**src/rtl/fdtd4_dly.sv**
```systemverilog
// Item-clocked delay line on a circular buffer with a run-time read lag.
module fdtd4_dly #(
  parameter int DEPTH = 4,
  parameter int WIDTH = 8
) (
  input  logic                     clk,
  input  logic                     rst_n,
  input  logic                     en,
  input  logic [$clog2(DEPTH)-1:0] lag,
  input  logic [WIDTH-1:0]         din,
  output logic [WIDTH-1:0]         dout
);

  localparam int AW = $clog2(DEPTH);
  localparam logic [AW:0] DEPTH_V = (AW+1)'(DEPTH);
  localparam logic [AW-1:0] LAST_A = AW'(DEPTH - 1);

  logic [WIDTH-1:0] mem [DEPTH];
  logic [WIDTH-1:0] dout_r;
  logic [AW-1:0]    wp_r;
  logic [AW-1:0]    wp_nxt;
  logic [AW:0]      rp_wide;

  // Read lag entries behind the write pointer, wrapping around the buffer.
  always_comb begin
    if ({1'b0, wp_r} >= {1'b0, lag}) begin
      rp_wide = {1'b0, wp_r} - {1'b0, lag};
    end else begin
      rp_wide = {1'b0, wp_r} + DEPTH_V - {1'b0, lag};
    end
    wp_nxt = (wp_r == LAST_A) ? '0 : wp_r + 1'b1;
  end

  always_ff @(posedge clk) begin
    if (!rst_n) begin
      wp_r <= '0;
    end else if (en) begin
      wp_r <= wp_nxt;
    end
  end

  always_ff @(posedge clk) begin
    if (en) begin
      mem[wp_r] <= din;
      dout_r    <= mem[rp_wide[AW-1:0]];
    end
  end

  assign dout = dout_r;

endmodule

```
**config.mk**
```make
export PLATFORM = sky130hd
export DESIGN_NAME = fdtd4_dly
export DESIGN_NICKNAME = d
export VERILOG_FILES = /design/src/rtl/fdtd4_dly.sv
export SDC_FILE = /design/constraint.sdc
export NUM_CORES = 1
export LEC_CHECK = 0
export ABC_AREA = 0
export BUFFER_PORTS_ARGS = -buffer_cell sky130_fd_sc_hd__clkbuf_2
export CORE_ASPECT_RATIO = 2
export CORE_MARGIN = 3
export CORE_UTILIZATION = 53
export CTS_BUF_LIST = sky130_fd_sc_hd__clkbuf_8
export DETAILED_ROUTE_END_ITERATION = 12
export PLACE_DENSITY = 0.87
export SLEW_MARGIN = 30
export SYNTH_ARGS = -nofsm -noshare
export SYNTH_HDL_FRONTEND = slang
export SYNTH_SLANG_ARGS = --single-unit
```
**constraint.sdc**
```tcl
create_clock -name clk -period 1.85 [get_ports clk]
set_clock_uncertainty 0.05 [all_clocks]
set_input_delay 0.4625 -clock clk [delete_from_list [all_inputs] [get_ports clk]]
set_output_delay 0.4625 -clock clk [all_outputs]
set_load 0.005 [all_outputs]
```
# ---- After elaboration in Yosys (flattened, before gate mapping)
# Memories as Yosys holds them, arrays and structs flattened. A register that Yosys moved wholly into a read port is not among the register bits.
# Cells that the tools add are included.
dict set report totals {
  rom_bits 0
  latch_bits 0
  out_inout_bits 8
  n_memories 1
  ram_bits 32
  regBits 2
  wordCells 12
  input_bits 13
}
dict set report op_classes {
  n_reduce_logical 0
  bitwise 0
  add_sub_neg 4
  n_mul 0
  n_shift 0
  muxes 4
  n_lt_le_gt_ge 1
  n_eq_ne 1
  n_div 0
}
# memory words width rd rd_clocked_by_memory_dff wr line
set mem_list {}
lappend mem_list {mem 4 8 1 1 1 18} ;# logic [WIDTH-1:0] mem [DEPTH];
# op n
set ops {}
lappend ops {{adder 2 x 1 -> 2 bit, second input constant} 2}
lappend ops {{two-way mux 2 bit} 2}
lappend ops {{subtractor 2 bit} 2}
lappend ops {{equality test 2 bit, second input constant} 1}
lappend ops {{greater-or-equal comparator 2 bit} 1}
lappend ops {{two-way mux 1 bit} 2}

# ---- Depth between registers and ports, before layout
# Gate-level depths: netlist of the first run.
dict set report logic_depth {
  depth_word 3
  ltp_mapped 4
  depth_no_buf 4
}

# ---- Least setup slack after synthesis of the first run
# No wires, ideal clock.
dict set report synth_timing {
  path_type {in2reg}
  from {input lag[0]}
  to {register dout_r[0], in the netlist dout[0], read port of mem (data pin)}
  path_slack_ns 0.064
  t_arrival_ns 1.463
  setup_ns 0.273
  required_time_ns 1.527
  path_stages 3
  n_path_buf 1
  path_cell_list {ha_1 clkbuf_2 mux4_1}
}
dict set report synth_via {
  elab_chain_len 2
  word_cells_on_any_way 4
  classes_between {add/sub (2); order compare (1); mux (1)}
}
# item line
set synth_rtl {}
lappend synth_rtl {{start, declared} 9} ;# input logic [$clog2(DEPTH)-1:0] lag,
lappend synth_rtl {{subtractor 2 bit, or another cell as far along} 29} ;# rp_wide = {1'b0, wp_r} + DEPTH_V - {1'b0, lag};
lappend synth_rtl {{two-way mux 2 bit (*)} 26} ;# if ({1'b0, wp_r} >= {1'b0, lag}) begin
lappend synth_rtl {{end, declared} 19} ;# logic [WIDTH-1:0] dout_r;
# Mark *: on every way between the ends. The rest lies on a longest branch, timed or not.
# A chain may end at the register's enable or synchronous reset.

# ---- Final worst setup path of the first run
dict set report layout_timing {
  from {register wp_r[0]}
  to {register dout_r[7], in the netlist dout[7], read port of mem (data pin)}
}
dict set report layout_via {
  elab_chain_len 3
  word_cells_on_any_way 5
  classes_between {add/sub (3); order compare (1); mux (1)}
}
# item line
set layout_rtl {}
lappend layout_rtl {{start, declared} 20} ;# logic [AW-1:0] wp_r;
lappend layout_rtl {{start signal, assigned} 38} ;# wp_r <= wp_nxt;
lappend layout_rtl {{adder 2 x 1 -> 2 bit} 29}
lappend layout_rtl {{subtractor 2 bit} 29}
lappend layout_rtl {{two-way mux 2 bit (*)} 26}
# Marks and branches as above.

==> results of run 1 <==
==> power by group through the flow <==
| stage | combinational [mW] | clock [mW] | sequential (mW) |
|---|---|---|---|
| 4_1_cts | 0.180 | 0.698 | 1.12 |
| 2_1_floorplan | 0.0963 | 0 | 1.14 |
| 3_3_place_gp | 0.173 | 0 | 1.14 |
| 5_1_grt | 0.197 | 0.760 | 1.12 |
| 6_report | 0.175 | 0.683 | 1.12 |
| 3_5_place_dp | 0.179 | 0 | 1.14 |
==> cell usage in the layout (no fill, tap or decap) <==
cell type	netlist	final
a21oi_1	1	1
and2_1	4	4
buf_12	0	1
buf_4	0	2
bufinv_16	0	1
clkbuf_2	1	20
clkbuf_8	0	5
clkinvlp_4	0	1
dfxtp_1	2	2
edfxtp_1	40	40
ha_1	5	5
inv_1	3	4
mux2i_1	1	1
mux4_1	8	8
nand2b_1	1	1
nor2_1	1	1
or3b_2	1	1
xnor3_2	1	1
==> cells by family (layout without fill, tap and decap cells) <==
family,Yosys count,count (layout),synth area share (%)
multiplexers,9,9,13.7
buffers and inverters,4,34,1.01
flip-flops,42,42,77.0
adder cells (fa/ha/maj),5,5,3.88
AND/OR/NAND/NOR,7,7,2.72
XOR/XNOR,1,1,1.47
AO/OA/AOI/OAI,1,1,0.310
==> layout make-up <==
class / count / area share, %
well taps: 29 / 1.92
clock inverters: 3 / 2.19
inverters: 3 / 0.596
multi-input cells: 23 / 18.8
clock buffers: 5 / 3.64
repair buffers: 23 / 7.15
flip-flops and latches: 42 / 65.7
==> sequential cells by signal, summed over array words and instances (netlist names) <==
register and cells:
dout 8, wp_r 2, mem 32
==> worst paths after layout <==
path | start | to
min reg2reg | wp_r[1]$_SDFFE_PN0P_ | wp_r[1]$_SDFFE_PN0P_
max | wp_r[0]$_SDFFE_PN0P_ | dout[7]$_DFFE_PP_
max reg2reg | wp_r[0]$_SDFFE_PN0P_ | dout[7]$_DFFE_PP_
min | din[1] | mem[0][1]$_DFFE_PP_
==> metrics by stage <==
step	instance area, um^2	power (mW)	hold slack, ps
6_report	1890	1.98	339
5_1_grt	1890	2.08	327
2_1_floorplan	1610	1.24	437
3_3_place_gp	1780	1.31	524
3_5_place_dp	1780	1.32	538
4_1_cts	1890	2.00	329
==> metal layers <==
layer | global-route usage (%) | wire length [um]
met5 | 0 | 0
met3 | 4.54 | 110
met4 | 8.00 | 58
met2 | 22.9 | 1160
met1 | 13.4 | 688
==> summary.md, run 1 <==
| Metric | Value |
|---|---|
| Result of the run | complete, no violations |
| CTS tree | built |
| Setup Viol. Count Final | 0 |
| Crit path kind | reg2reg |
| Dominant cells by area after synthesis | edfxtp_1 (74%), mux4_1 (13%), ha_1 (3.9%) |
| Global route overflow | 0 |
| Cell variety after synth | 13 |
| Post-synth ARST share | 0% |
| Synthesized net count | 87 |
| Via count | 685 |
| Num CTS Buffers | 5 |
| Final hold vios | 0 |
| Final Max Slew Viols | 0 |
| All-Layer GR Usage | 13.6% |
| Placed cells | 120 |
| Clock power share | 34.6% |
| Post-synth EDFFs | 40 |
| R2R depth | 4 |
| Area grow syn2layout | 17.1% |
| Largest net degree at the start of global routing | 14 |
| Final min period | 1720 ps |
| Top FF cell, synth | edfxtp_1 |
| Mapped Avg Cell Area | 23.4 um^2 |
| Combinational power share | 8.9% |
| Worst setup margin | 127 ps |
| Routed vias/inst | 5.35 |
| Reg power frac | 56.6% |
| Mapped Area | 1610 um^2 |
| I/O pins | 21 |
| Worst path required time | 1830 ps |
| Critical path's top delay family | multiplexers |
| Non-filler cells in the finished layout | 128 |
| Die X | 45.0 um |
| Tcrit/Tclk final | 93.1% |
| First-pass GRT wire length | 3510 um |
| Slowest CP cell | mux4_1 |
| Worst Path Buf+Inv | 2 |
| RePlAce Congestion | 0.722 |
| Hold crit path type | in2reg |
| Rows | 27 |
| # clock sinks | 42 |
| CP max FO | 8 |
| Power density cells | 1050 nW/um^2 |
| Share of cells above drive strength 1 | 32.3% |
| Clock slew at reported path FFs | 70 ps |
| Initial antenna violation count | 0 |
| Normalized max-slew margin | 72.2% |
| LEAKAGE | 0.719 nW |
| Port bufs | 20 |
| Antenna viol nets, final | 0 |
| FILL cells | 197 |
| Clock Tree Root | clkbuf_8 |
| Post-CTS setup buffers | 0 |
| Vias in the first global route | 769 |
| Mapped Cells | 69 |
| Crit path launch type | flip-flop |
| Footprint of the multi-input gates | 355 um^2 |
| Hold_buf cts | 0 |
| Hold Crit Depth | 1 |
| Drt drc | 0 |
| Final core utilization | 66.6% |
| Yosys Warn Count | 0 |
| Setup TNS | 0 ps |
| Reg area | 1240 um^2 |
| Fmax | 0.580 GHz |
| CORE AREA | 2840 um^2 |
| CP Data Arrival Time | 1700 ps |
| WL/cell | 15.7 um |
| Starting Density | 56.8% |
| DRT Pass-1 Iters | 4 |
| Max-Cap Viols | 0 |
| Synth Register Bits | 42 |
| Top-area cell type share of the netlist area | 74.5% |
| Synth cell count leaders | edfxtp_1 (40), mux4_1 (8), ha_1 (5), and2_1 (4), inv_1 (3) |
| Clk Latency, worst-skew pair | 290 ps |
| Delay of the slowest critical-path stage | 540 ps |
| Maximum buffer depth of the clock tree | 2 |
| RSZ-0062 raised after global routing | no |
| H-tree levels | 2 |
| Worst slack, placed | -17.5 ps |
| Most common cell in the netlist | edfxtp_1 |
| Starting DRT DRC Count | 12 |
| Sequential element share of the synthesized area | 77.0% |
| Die height | 84.0 um |
| Resize count post-CTS | 0 |
| Worst VDD drop | 0.915 mV |
| Worst R2R Setup Slack | 130 ps |
| Cell Chain, Critical Path | inv_1 > ha_1 > buf_12 > mux4_1 |
| Number of inserted diodes | 0 |
| Net switching power | 0.377 mW |
| Crit path depth | 4 |
| Total routed wirelength | 2010 um |
| Post-layout net count | 116 |
| Post-DP HPWL | 1490 um |
| Internal power | 1.60 mW |
| Worst Setup End Kind | flip-flop |
| Least-Margin Pin Slew | 418 ps |
| Cell taking the most area after synthesis | edfxtp_1 |
| Die ar. | 3780 um^2 |
| Switching Fraction | 19.1% |
Note: power is estimated with default switching activity, not from simulation.
==> run 2, diff against run 1 <==
--- a/config.mk
+++ b/config.mk
@@ -7,8 +7,7 @@
 export LEC_CHECK = 0
 export ABC_AREA = 0
 export BUFFER_PORTS_ARGS = -buffer_cell sky130_fd_sc_hd__clkbuf_2
-export CORE_ASPECT_RATIO = 2
-export CORE_MARGIN = 3
+export CORE_ASPECT_RATIO = 1.4
 export CORE_UTILIZATION = 53
 export CTS_BUF_LIST = sky130_fd_sc_hd__clkbuf_8
 export DETAILED_ROUTE_END_ITERATION = 12
==> run 2 against run 1 <==
Against the previous run: non-clock buffer count is the same; sequential power barely moved; hold slack better by 5.6 ps; largest power group unchanged; power down 6.6%; largest cell class unchanged.
==> summary.md, run 2 (same netlist as run 1, synthesis figures left out) <==
| Metric | Value |
|---|---|
| Post-DP Area | 1790 um^2 |
| Resize count post-CTS | 0 |
| Die ar. | 3270 um^2 |
| Register with the most flip-flops | mem |
| Clock slew at reported path FFs | 70 ps |
| CP max FO | 8 |
| # clock sinks | 42 |
| Starting DRT DRC Count | 10 |
| Fmax | 0.553 GHz |
| Tcrit/Tclk final | 97.7% |
| Routed vias/inst | 5.26 |
| Final hold vios | 0 |
| RSZ-0062 raised after global routing | no |
| All-Layer GR Usage | 16.9% |
| Share of cells above drive strength 1 | 31.3% |
| I/O pins | 21 |
| CTS tree | built |
| Power density cells | 985 nW/um^2 |
| Largest net degree at the start of global routing | 14 |
| CORE AREA | 2880 um^2 |
| Port bufs | 20 |
| Post-route cell area | 1870 um^2 |
| Number of inserted diodes | 0 |
| Placed cells | 128 |
| LEAKAGE | 0.711 nW |
| Setup Viol. Count Final | 0 |
| Via count | 716 |
| Vias in the first global route | 754 |
| Rows | 23 |
| Max FFs per register | 32 |
| Area grow syn2layout | 16.2% |
| Worst VDD drop | 0.680 mV |
| Clk Latency, worst-skew pair | 280 ps |
| Commonest non-fill, non-tap cell in the layout | edfxtp_1 |
| WL/cell | 16.8 um |
| H-tree levels | 2 |
| Antenna viol nets, final | 0 |
| Maximum buffer depth of the clock tree | 2 |
| FILL cells | 210 |
| Clock Tree Root | clkbuf_8 |
| CP Data Arrival Time | 1770 ps |
| Setup TNS | 0 ps |
| Starting Density | 56.0% |
| Commonest cells after routing, fill and taps aside | edfxtp_1 (40), clkbuf_2 (20), mux4_1 (8) |
| Post-CTS setup buffers | 0 |
| Crit path kind | reg2reg |
| RePlAce Congestion | 0.680 |
| Crit path launch type | flip-flop |
| Worst path required time | 1820 ps |
| First-pass GRT wire length | 3660 um |
| Num CTS Buffers | 5 |
| Least-Margin Pin Slew | 467 ps |
| Hold Crit Depth | 1 |
| Hold crit path type | in2reg |
| Global route overflow | 0 |
| DRT Pass-1 Iters | 3 |
| Total routed wirelength | 2290 um |
| Non-filler cells in the finished layout | 136 |
| Max-Cap Viols | 0 |
| Worst Setup End Kind | flip-flop |
| R2R depth | 4 |
| Post-layout net count | 116 |
| Die X | 48.6 um |
| Final Max Slew Viols | 0 |
| Hold_buf cts | 0 |
| Result of the run | complete, no violations |
| Final min period | 1810 ps |
| Drt drc | 0 |
| Normalized max-slew margin | 68.8% |
| Initial antenna violation count | 0 |
| Die height | 67.3 um |
| Post-DP HPWL | 1610 um |
## run 2: cell count changes in the layout (fill, tap and decap cells not counted), sizes merged
cell and delta:
clkinvlp -1, bufinv -1, inv +1, clkinv +1
## run 2: cell type report
class	count	area, um^2	area share, %
Clock buffer	5	68.8	3.67
Inverter	3	11.3	0.601
Timing Repair Buffer	23	135	7.21
Tap cell	37	46.3	2.47
Multi-Input combinational cell	23	355	19.0
Sequential cell	42	1240	66.2
Clock inverter	3	16.3	0.868
## run 2: metrics by stage
stage	hold WS, ps	total power [mW]	setup WS, ps	utilization, %
after global routing	326	1.93	0.533	65.1
after global placement	524	1.31	2.28	62.2
final	345	1.85	42.0	65.1
after detailed placement	529	1.33	-65.5	62.2
after CTS	334	1.87	41.6	65.1
after floorplan	437	1.24	63.9	-
## run 2: final timing paths
check,start,end,slack (ps)
worst max-delay path,wp_r[0]$_SDFFE_PN0P_,dout[0]$_DFFE_PP_,40
worst min-delay path,din[1],mem[1][1]$_DFFE_PP_,340
worst max register to register,wp_r[0]$_SDFFE_PN0P_,dout[0]$_DFFE_PP_,40
worst min register to register,wp_r[1]$_SDFFE_PN0P_,wp_r[1]$_SDFFE_PN0P_,550
## run 2: worst max-delay path, cell delays in order (launching register included)
cell     delay (ps)
dfxtp_1         350
inv_1           100
ha_1            350
buf_12          140
mux4_1          560
## run 2: where the power goes
| part | switching, mW | internal [mW] |
|---|---|---|
| clock network | 0.284 | 0.261 |
| registers | 0.0136 | 1.10 |
| logic | 0.0837 | 0.0987 |
## run 2: metal layers
metal  GRT usage [%]  part of all wire, %  vias up
met5               0                    0        -
met4            14.3                  2.1        0
met3            5.63                  4.7        4
met2            28.5                   53       21
met1            17.1                   40      349
li1                -                    -      342
